[src/hdl/pid_controller_clamped_macros.svh]
// ----------------------------------------------------------------------------
// PID controller assertion macros
// Shared property wrappers for the concurrent checks of the controller.
// ----------------------------------------------------------------------------
`ifndef PID_CONTROLLER_CLAMPED_MACROS_SVH
`define PID_CONTROLLER_CLAMPED_MACROS_SVH

// The consequent must hold in the same cycle as the antecedent.
`define PIDC_ASSERT_NOW(label, ante, cons, msg) \
	label: assert property (@(posedge clk) disable iff (!arst_n) (ante) |-> (cons)) \
		else $error(msg);

// The consequent must hold in the cycle after the antecedent.
`define PIDC_ASSERT_NEXT(label, ante, cons, msg) \
	label: assert property (@(posedge clk) disable iff (!arst_n) (ante) |=> (cons)) \
		else $error(msg);

`endif

[src/hdl/pidc_pkg.sv]
// ----------------------------------------------------------------------------
// PID controller package
// Types, register indexes, sequencer states and saturation helpers shared
// by the controller datapath and the divider.
// ----------------------------------------------------------------------------
`default_nettype none

package pidc_pkg;

	// Signed Q16.16 and unsigned Q15.16 values.
	typedef logic signed [31:0] q16_t;
	typedef logic [30:0] uq16_t;

	// Width of the wide accumulator for sums of floored products.
	localparam int ACC_W = 51;
	typedef logic signed [ACC_W-1:0] acc_t;

	// Configuration register indexes.
	localparam logic [2:0] REG_PROP_GAIN     = 3'd0;
	localparam logic [2:0] REG_INTEG_GAIN    = 3'd1;
	localparam logic [2:0] REG_DERIV_GAIN    = 3'd2;
	localparam logic [2:0] REG_SAMPLE_PERIOD = 3'd3;
	localparam logic [2:0] REG_DRIVE_LIMIT   = 3'd4;
	localparam logic [2:0] REG_ACCUM_LIMIT   = 3'd5;

	localparam uq16_t PERIOD_RESET = 31'd65536;

	// Sequencer states.
	typedef enum logic [3:0] {
		ST_IDLE,
		ST_MUL_E,
		ST_INT_ADD,
		ST_INT_CLAMP,
		ST_DIV,
		ST_MUL_P,
		ST_MUL_I,
		ST_MUL_D,
		ST_ACC_D,
		ST_SAT,
		ST_DONE
	} state_t;

	// Divider status towards the sequencer.
	typedef struct packed {
		logic busy;
		logic done;
	} div_stat_t;

	// Saturate a wide signed value to the 32 bit signed range.
	function automatic q16_t sat_s32(input acc_t v);
		if (v[ACC_W-1:31] == '0 || v[ACC_W-1:31] == '1) begin
			return v[31:0];
		end else if (v[ACC_W-1]) begin
			return 32'sh8000_0000;
		end else begin
			return 32'sh7FFF_FFFF;
		end
	endfunction

	// Clamp to plus or minus a magnitude limit; a zero limit leaves the value.
	function automatic q16_t clamp_mag(input q16_t v, input uq16_t lim);
		logic signed [32:0] vx;
		logic signed [32:0] lx;
		logic signed [32:0] nx;
		vx = 33'(v);
		lx = $signed({2'b00, lim});
		nx = -lx;
		if (lim == '0) begin
			return v;
		end else if (vx > lx) begin
			return lx[31:0];
		end else if (vx < nx) begin
			return nx[31:0];
		end else begin
			return v;
		end
	endfunction

endpackage

`default_nettype wire

[src/hdl/pid_controller_clamped.sv]
// ----------------------------------------------------------------------------
// PID controller, derivative on measurement, clamped integral and output
// Signed Q16.16 controller: one drive word for each setpoint and measured
// word, built by a small sequencer around a shared multiplier and a divider.
// ----------------------------------------------------------------------------
// Usage
// The input channel carries setpoint and measured; a word is taken when
// in_valid is high and in_stall is low. Each input word yields one drive word
// on the output channel, taken when out_valid is high and out_stall is low.
// Gains, sample period and limits are written through cfg_we, cfg_index and
// cfg_data; unknown indexes are ignored. The user must write them only while
// the controller is idle; the block itself does not enforce this. The
// derivative is formed by the bit-serial divider, which yields 49 quotient
// bits; the first word after reset and a zero sample period need no
// division. in_stall falls in the cycle the result is loaded, so a new word
// is taken only once the last one is through. A result waiting behind
// out_stall does not hold back the next input word; only the final load of
// the following result waits for it.
// Reset clears the integral, the previous measurement and the gains and
// limits, and sets the sample period to 1.0.
// ----------------------------------------------------------------------------
`default_nettype none

`include "pid_controller_clamped_macros.svh"

module pid_controller_clamped (
	input  wire logic            clk,
	input  wire logic            arst_n,
	input  wire logic            in_valid,
	output logic                 in_stall,
	input  wire pidc_pkg::q16_t  setpoint,
	input  wire pidc_pkg::q16_t  measured,
	output logic                 out_valid,
	input  wire logic            out_stall,
	output pidc_pkg::q16_t       drive,
	input  wire logic            cfg_we,
	input  wire logic [2:0]      cfg_index,
	input  wire logic [31:0]     cfg_data
);

	import pidc_pkg::*;

	state_t state_q;
	state_t state_d;

	// Configuration registers.
	q16_t  prop_gain_q;
	q16_t  integ_gain_q;
	q16_t  deriv_gain_q;
	uq16_t period_q;
	uq16_t drive_lim_q;
	uq16_t accum_lim_q;

	// Controller state.
	q16_t integral_q;
	q16_t last_q;
	logic have_last_q;

	// Working registers of one word.
	q16_t               err_q;
	logic signed [32:0] diff_q;
	logic               div_en_q;
	q16_t               isum_q;
	q16_t               deriv_q;
	acc_t               acc_q;
	q16_t               dsum_q;
	q16_t               drive_q;
	logic               out_valid_q;

	// Sequencer outputs.
	logic signed [31:0] mul_a;
	logic signed [32:0] mul_b;
	logic               div_start;
	logic               load_out;
	logic               accept;

	logic signed [64:0] prod_q;
	logic signed [48:0] prod_sh;
	q16_t               div_quot;
	div_stat_t          div_stat;

	logic signed [32:0] drive_x;
	logic signed [32:0] lim_x;

	assign accept    = in_valid && !in_stall;
	assign in_stall  = (state_q != ST_IDLE);
	assign out_valid = out_valid_q;
	assign drive     = drive_q;

	// Product shifted right by 16 bits: floor of the Q33.32 value in Q33.16.
	assign prod_sh = prod_q[64:16];

	pidc_mul u_mul (
		.clk    (clk),
		.a      (mul_a),
		.b      (mul_b),
		.prod_q (prod_q)
	);

	pidc_div u_div (
		.clk     (clk),
		.arst_n  (arst_n),
		.start   (div_start),
		.diff    (diff_q),
		.divisor (period_q),
		.quot_q  (div_quot),
		.stat    (div_stat)
	);

	// State register.
	always_ff @(posedge clk or negedge arst_n) begin
		if (!arst_n) begin
			state_q <= ST_IDLE;
		end else begin
			state_q <= state_d;
		end
	end

	// Next state, multiplier operands and strobes.
	always_comb begin
		state_d   = state_q;
		mul_a     = '0;
		mul_b     = '0;
		div_start = 1'b0;
		load_out  = 1'b0;
		case (state_q)
			ST_IDLE: begin
				if (accept) begin
					state_d = ST_MUL_E;
				end
			end
			ST_MUL_E: begin
				mul_a   = err_q;
				mul_b   = $signed({2'b00, period_q});
				state_d = ST_INT_ADD;
			end
			ST_INT_ADD: begin
				state_d = ST_INT_CLAMP;
			end
			ST_INT_CLAMP: begin
				div_start = div_en_q;
				state_d   = div_en_q ? ST_DIV : ST_MUL_P;
			end
			ST_DIV: begin
				if (div_stat.done) begin
					state_d = ST_MUL_P;
				end
			end
			ST_MUL_P: begin
				mul_a   = prop_gain_q;
				mul_b   = 33'(err_q);
				state_d = ST_MUL_I;
			end
			ST_MUL_I: begin
				mul_a   = integ_gain_q;
				mul_b   = 33'(integral_q);
				state_d = ST_MUL_D;
			end
			ST_MUL_D: begin
				mul_a   = deriv_gain_q;
				mul_b   = 33'(deriv_q);
				state_d = ST_ACC_D;
			end
			ST_ACC_D: begin
				state_d = ST_SAT;
			end
			ST_SAT: begin
				state_d = ST_DONE;
			end
			ST_DONE: begin
				if (!out_valid_q || !out_stall) begin
					load_out = 1'b1;
					state_d  = ST_IDLE;
				end
			end
			default: begin
				state_d = ST_IDLE;
			end
		endcase
	end

	// Configuration and persistent controller state.
	always_ff @(posedge clk or negedge arst_n) begin
		if (!arst_n) begin
			prop_gain_q  <= '0;
			integ_gain_q <= '0;
			deriv_gain_q <= '0;
			period_q     <= PERIOD_RESET;
			drive_lim_q  <= '0;
			accum_lim_q  <= '0;
			integral_q   <= '0;
			last_q       <= '0;
			have_last_q  <= 1'b0;
			out_valid_q  <= 1'b0;
		end else begin
			if (cfg_we) begin
				case (cfg_index)
					REG_PROP_GAIN:     prop_gain_q  <= cfg_data;
					REG_INTEG_GAIN:    integ_gain_q <= cfg_data;
					REG_DERIV_GAIN:    deriv_gain_q <= cfg_data;
					REG_SAMPLE_PERIOD: period_q     <= cfg_data[30:0];
					REG_DRIVE_LIMIT:   drive_lim_q  <= cfg_data[30:0];
					REG_ACCUM_LIMIT:   accum_lim_q  <= cfg_data[30:0];
					default: begin
					end
				endcase
			end
			if (accept) begin
				last_q      <= measured;
				have_last_q <= 1'b1;
			end
			if (state_q == ST_INT_CLAMP) begin
				integral_q <= clamp_mag(isum_q, accum_lim_q);
			end
			if (load_out) begin
				out_valid_q <= 1'b1;
			end else if (out_stall == 1'b0) begin
				out_valid_q <= 1'b0;
			end
		end
	end

	// Datapath registers of the word in progress.
	always_ff @(posedge clk) begin
		if (accept) begin
			err_q    <= sat_s32(ACC_W'(setpoint) - ACC_W'(measured));
			diff_q   <= 33'(last_q) - 33'(measured);
			div_en_q <= have_last_q && (period_q != '0);
			deriv_q  <= '0;
		end
		case (state_q)
			ST_INT_ADD: isum_q  <= sat_s32(ACC_W'(integral_q) + ACC_W'(prod_sh));
			ST_DIV:     deriv_q <= div_quot;
			ST_MUL_I:   acc_q   <= ACC_W'(prod_sh);
			ST_MUL_D:   acc_q   <= acc_q + ACC_W'(prod_sh);
			ST_ACC_D:   acc_q   <= acc_q + ACC_W'(prod_sh);
			ST_SAT:     dsum_q  <= sat_s32(acc_q);
			default: begin
			end
		endcase
		if (load_out) begin
			drive_q <= clamp_mag(dsum_q, drive_lim_q);
		end
	end

	// Widened drive and limit for the range check.
	assign drive_x = 33'(drive_q);
	assign lim_x   = $signed({2'b00, drive_lim_q});

	// A divider result only arrives while the sequencer waits for it.
	`PIDC_ASSERT_NOW(a_div_done_in_wait, div_stat.done, state_q == ST_DIV, "divider done outside wait")
	// A new result only appears from the final sequencer step.
	`PIDC_ASSERT_NOW(a_out_from_done, $rose(out_valid_q), $past(state_q) == ST_DONE, "result without final step")
	// A waiting result respects the drive limit.
	`PIDC_ASSERT_NOW(a_drive_in_limit, out_valid_q && drive_lim_q != '0, (drive_x <= lim_x) && (drive_x >= -lim_x), "drive outside limit")
	// A divider start is taken: the divider then reports busy while the sequencer waits.
	`PIDC_ASSERT_NEXT(a_div_start_idle, div_start, div_stat.busy && state_q == ST_DIV, "divider start lost")

endmodule

`default_nettype wire

[src/hdl/pidc_mul.sv]
// ----------------------------------------------------------------------------
// PID controller shared multiplier
// One signed 32 by 33 bit multiplier with a registered product, used in turn
// for the integral increment and the three gain products.
// ----------------------------------------------------------------------------
`default_nettype none

module pidc_mul (
	input  wire logic               clk,
	input  wire logic signed [31:0] a,
	input  wire logic signed [32:0] b,
	output logic signed [64:0]      prod_q
);

	// Exact product, registered before any further arithmetic.
	always_ff @(posedge clk) begin
		prod_q <= a * b;
	end

endmodule

`default_nettype wire

[src/hdl/pidc_div.sv]
// ----------------------------------------------------------------------------
// PID controller derivative divider
// Restoring divider, one quotient bit per cycle: divides the measurement
// change scaled by 2^16 by the sample period, truncating towards zero and
// saturating the quotient to the 32 bit signed range.
// ----------------------------------------------------------------------------
`default_nettype none

module pidc_div (
	input  wire logic                 clk,
	input  wire logic                 arst_n,
	input  wire logic                 start,
	input  wire logic signed [32:0]   diff,
	input  wire pidc_pkg::uq16_t      divisor,
	output pidc_pkg::q16_t            quot_q,
	output pidc_pkg::div_stat_t       stat
);

	import pidc_pkg::*;

	localparam int NUM_W = 49;
	localparam int CNT_W = 6;

	logic             busy_q;
	logic             fin_q;
	logic             done_q;
	logic             neg_q;
	logic [CNT_W-1:0] cnt_q;
	logic [NUM_W-1:0] num_q;
	logic [NUM_W-1:0] quo_q;
	logic [31:0]      rem_q;
	uq16_t            den_q;

	logic [32:0]      mag;
	logic [31:0]      rem_sh;
	logic [32:0]      trial;
	logic             fits;
	logic [31:0]      neg_quo;

	// Magnitude of the dividend; the most negative difference still fits unsigned.
	assign mag = diff[32] ? 33'(-diff) : 33'(diff);

	// One trial subtraction a cycle.
	assign rem_sh  = {rem_q[30:0], num_q[NUM_W-1]};
	assign trial   = {1'b0, rem_sh} - {2'b00, den_q};
	assign fits    = !trial[32];
	assign neg_quo = -quo_q[31:0];

	// Control flags.
	always_ff @(posedge clk or negedge arst_n) begin
		if (!arst_n) begin
			busy_q <= 1'b0;
			fin_q  <= 1'b0;
			done_q <= 1'b0;
			cnt_q  <= '0;
		end else begin
			done_q <= fin_q;
			fin_q  <= !start && busy_q && (cnt_q == '0);
			if (start) begin
				busy_q <= 1'b1;
				cnt_q  <= CNT_W'(NUM_W - 1);
			end else if (busy_q) begin
				cnt_q <= cnt_q - 1'b1;
				if (cnt_q == '0) begin
					busy_q <= 1'b0;
				end
			end
		end
	end

	// Shift registers of the long division and the signed result.
	always_ff @(posedge clk) begin
		if (start) begin
			num_q <= {mag, 16'h0000};
			quo_q <= '0;
			rem_q <= '0;
			den_q <= divisor;
			neg_q <= diff[32];
		end else if (busy_q) begin
			num_q <= {num_q[NUM_W-2:0], 1'b0};
			quo_q <= {quo_q[NUM_W-2:0], fits};
			rem_q <= fits ? trial[31:0] : rem_sh;
		end
		if (fin_q) begin
			if (!neg_q) begin
				quot_q <= (quo_q[NUM_W-1:31] != '0) ? 32'sh7FFF_FFFF : $signed(quo_q[31:0]);
			end else if (quo_q[NUM_W-1:32] != '0 || (quo_q[31] && quo_q[30:0] != '0)) begin
				quot_q <= 32'sh8000_0000;
			end else begin
				quot_q <= $signed(neg_quo);
			end
		end
	end

	assign stat.busy = busy_q | fin_q;
	assign stat.done = done_q;

endmodule

`default_nettype wire
[config.mk]
export PLATFORM = sky130hd
export DESIGN_NAME = pid_controller_clamped
export DESIGN_NICKNAME = d
export VERILOG_FILES = /design/src/hdl/pidc_pkg.sv /design/src/hdl/pid_controller_clamped.sv /design/src/hdl/pidc_mul.sv /design/src/hdl/pidc_div.sv
export VERILOG_INCLUDE_DIRS = /design/src /design/src/hdl
export SDC_FILE = /design/constraint.sdc
export NUM_CORES = 2
export LEC_CHECK = 0
export BUFFER_PORTS_ARGS = -buffer_cell sky130_fd_sc_hd__buf_2
export CELL_PAD_IN_SITES_DETAIL_PLACEMENT = 0
export CELL_PAD_IN_SITES_GLOBAL_PLACEMENT = 1
export CORE_ASPECT_RATIO = 1.5
export CORE_UTILIZATION = 35
export DETAILED_ROUTE_END_ITERATION = 10
export PLACE_DENSITY_LB_ADDON = 0.05
export SYNTH_ARGS = -nofsm -noshare
export SYNTH_HDL_FRONTEND = slang
export SYNTH_SLANG_ARGS = --single-unit
[constraint.sdc]
create_clock -name clk -period 13.2 [get_ports clk]
set_input_delay 0.66 -clock clk [delete_from_list [all_inputs] [get_ports clk]]
set_output_delay 0.66 -clock clk [all_outputs]
set_load 0.02 [all_outputs]
==> results.sh <==
export IMPL_run_status="finished clean"
export IMPL_synth_top_family_by_area="adder cells"
export IMPL_fillCellCount=22800
export IMPL_grt_overflow_total=0
export IMPL_synth_fa_ha_area_share_pct=35.8
export IMPL_die_area_sq_mm=0.228
export IMPL_drv_slew=0
export IMPL_whs_ns=0.282
export IMPL_clock_sinks=739
export IMPL_crit_type="register to register"
export IMPL_tightest_slew_ns=1.23
export IMPL_ys_flop_type="edfxtp_1"
export IMPL_track_usage_pct=28.4
export IMPL_required_ns=13.75
export IMPL_postCtsResizedCells=0
export IMPL_die_width_um=390
export IMPL_grt_pass1_wl_mm=464
export IMPL_worstSetupStartpoint="state_q[2]"
export IMPL_dr_pass1_iters=6
export IMPL_yosys_warnings=0
export IMPL_clockBufferDepth=3
export IMPL_worst_path_stages=31
export IMPL_drtIter0Drc=3973
export IMPL_hold_viol=0
export IMPL_period_share_pct=89.8
export IMPL_fp_row_count=213
export IMPL_ant_nets=0
export IMPL_max_slew_margin_pct=17.0
export IMPL_cpMostUsedCell="fa_1"
export IMPL_r2r_start="state_q[2]"
export IMPL_io_buffers=137
export IMPL_ff2ff_path_depth=31
export IMPL_post_cts_setup_buffer_count=0
export IMPL_cts_tree="yes"
export IMPL_vias=61100
export IMPL_tns_ns=0
export IMPL_final_util_pct=38.5
export IMPL_yosysSeqAreaShare_pct=24.7
export IMPL_cpPeakStageDelay_ns=0.90
export IMPL_cpLargestDelayFamily="adder cells"
export IMPL_insertion_delay_ns=0.72
export IMPL_cts_clk_slew_worst_paths_ns=0.07
export IMPL_area_growth_pct=9.33
export IMPL_initial_core_util_pct=35.2
export IMPL_crit_path_max_fanout=44
export IMPL_htree_levels=3
export IMPL_setup_viol=0
export IMPL_cp_start_kind="register"
export IMPL_antenna_found_initial=25
export IMPL_dpl_hpwl_mm=259
export IMPL_netlist_area_sq_mm=0.0791
export IMPL_vias_per_cell=5.32
export IMPL_die_height_um=584
export IMPL_final_min_clock_period_ns=11.86
export IMPL_synth_xor_area_share_pct=3.58
export IMPL_crit_arrival_ns=12.40
export IMPL_endpoint_kind="register"
export IMPL_coreArea_sq_mm=0.224
export IMPL_r2r_end="u_mul.prod_q[59]"
export IMPL_ys_seq_elements=739
export IMPL_synth_edff_count=342
export IMPL_drive_above_1_share_pct=8.13
export IMPL_grt_max_degree=99
export IMPL_rsz0062_at_grt="false"
export IMPL_synth_simple_gate_area_share_pct=13.5
export IMPL_endpoint="u_mul.prod_q[59]"
export IMPL_syn_avg_cell_area_sq_um=9.42
export IMPL_io_pins=138
export IMPL_maxCapViolations=0
export IMPL_multi_input_area_sq_mm=0.0535
export IMPL_worst_slack_ns=1.34
export IMPL_route_detailed_wl_per_inst_um=28.1
export IMPL_root_buffer="clkbuf_16"
export IMPL_ys_types=90
export IMPL_ff_latch_area_sq_mm=0.0196
export IMPL_async_flop_share_pct=36.3
export IMPL_syn_inst=8398
export IMPL_r2r_slack_ns=1.34
export IMPL_drc=0
export IMPL_fin_skew_ns=0.0703
export IMPL_synth_area_mux_share_pct=3.42
export IMPL_gp_congestion=0.945
export IMPL_nets=10100
export IMPL_grt_pass1_vias=64400
export IMPL_post_place_ws_ns=1.52
export IMPL_hold_class="input pin to register"
export IMPL_slowest_stage="nand2_1"
export IMPL_hp_start="cfg_data[31]"
export IMPL_drt_total_wl_mm=322
export IMPL_syn_nets=10100
export IMPL_timing_fmax_ghz=0.0844
export IMPL_synth_compound_gate_area_share_pct=11.0
export IMPL_cts_made_buffers=84
export IMPL_path_buf_inv=5
==> metrics by stage <==
step | cells | cell area [sq um]
2_1_floorplan | 8398 | 79100
3_3_place_gp | 11300 | 83600
3_5_place_dp | 11300 | 83600
4_1_cts | 11500 | 86400
5_1_grt | 11500 | 86400
6_report | 11500 | 86500
==> final cells by class <==
| cell class | count | share of cell area, % |
|---|---|---|
| clock buffer | 121 | 2.83 |
| timing repair buffer | 314 | 2.36 |
| antenna | 6 | 0.0174 |
| sequential | 739 | 22.6 |
| inverter | 1274 | 5.53 |
| clock inverter | 35 | 0.449 |
| multi-input combinational | 5984 | 61.8 |
| tap | 3010 | 4.36 |
==> metal layers <==
layer / GRT usage, % / vias to the layer above / share of wire, %
li1: - / 27400 / -
met1: 33.5 / 31500 / 39
met2: 51.0 / 1646 / 51
met3: 3.25 / 521 / 4.4
met4: 14.0 / 10 / 5.8
met5: 0 / - / 0.025
==> cell families (layout without fill, tap and decap cells) <==
kind of cell,count (synthesis),in the layout
DFF,739,739
other,0,6
buffers and inverters,1675,1744
xor gates and xnor gates,323,323
muxes,249,249
AOI/OAI and AO/OA,1389,1389
and+or+nand+nor,2416,2416
adders and majority gates,1607,1607
==> cell usage in the layout, fill, tap and decap left out, drive strengths merged, types with 120 or more instances in the layout <==
master	n
o21ai	436
fa	1094
inv	1274
xnor2	206
buf	313
edfxtp	342
ha	507
nor2	762
dfxtp	129
dfrtp	267
a22oi	120
a21oi	324
clkbuf	121
nand2	994
mux2	168
==> sequential cells by signal, indices dropped and copies added, names as in the netlist, 32 cells and up <==
register      flops
acc_q            51
deriv_gain_q     32
deriv_q          32
diff_q           33
drive            32
dsum_q           32
err_q            32
integ_gain_q     32
integral_q       32
isum_q           32
last_q           32
prop_gain_q      32
u_div.num_q      33
u_div.quo_q      49
u_div.quot_q     32
u_mul.prod_q     49
==> synthesized netlist by cell type, types with 129 or more instances <==
library cell,instances,area share (%)
a21oi_1,324,2.1
clkbuf_1,360,1.7
dfrtp_1,267,8.4
dfxtp_1,129,3.3
edfxtp_1,342,13
fa_1,1094,28
ha_1,507,8.0
inv_1,1272,6.0
mux2_2,168,2.4
nand2_1,994,4.7
nor2_1,762,3.6
o21ai_0,434,2.7
xnor2_1,206,2.3
==> timing repair <==
item                                    CTS  global route
hold buffers                              1             0
endpoints found under the setup margin    0             0
hold endpoints to repair                 66             0
==> how the worst min path moves through the flow <==
| stage | cells after the start | endpoint | slack, ns |
|---|---|---|---|
| final | 2 | prop_gain_q[31] | 0.28 |
| after global placement | 1 | have_last_q | 0.46 |
| after global routing | 2 | deriv_gain_q[31] | 0.26 |
| after CTS | 2 | deriv_gain_q[31] | 0.23 |
| after floorplan | 0 | accum_lim_q[0] | 0.36 |
| after detailed placement | 1 | have_last_q | 0.47 |
Power is not shown: default switching activity piles up to over one toggle a cycle in this logic, so the estimate is an artifact.
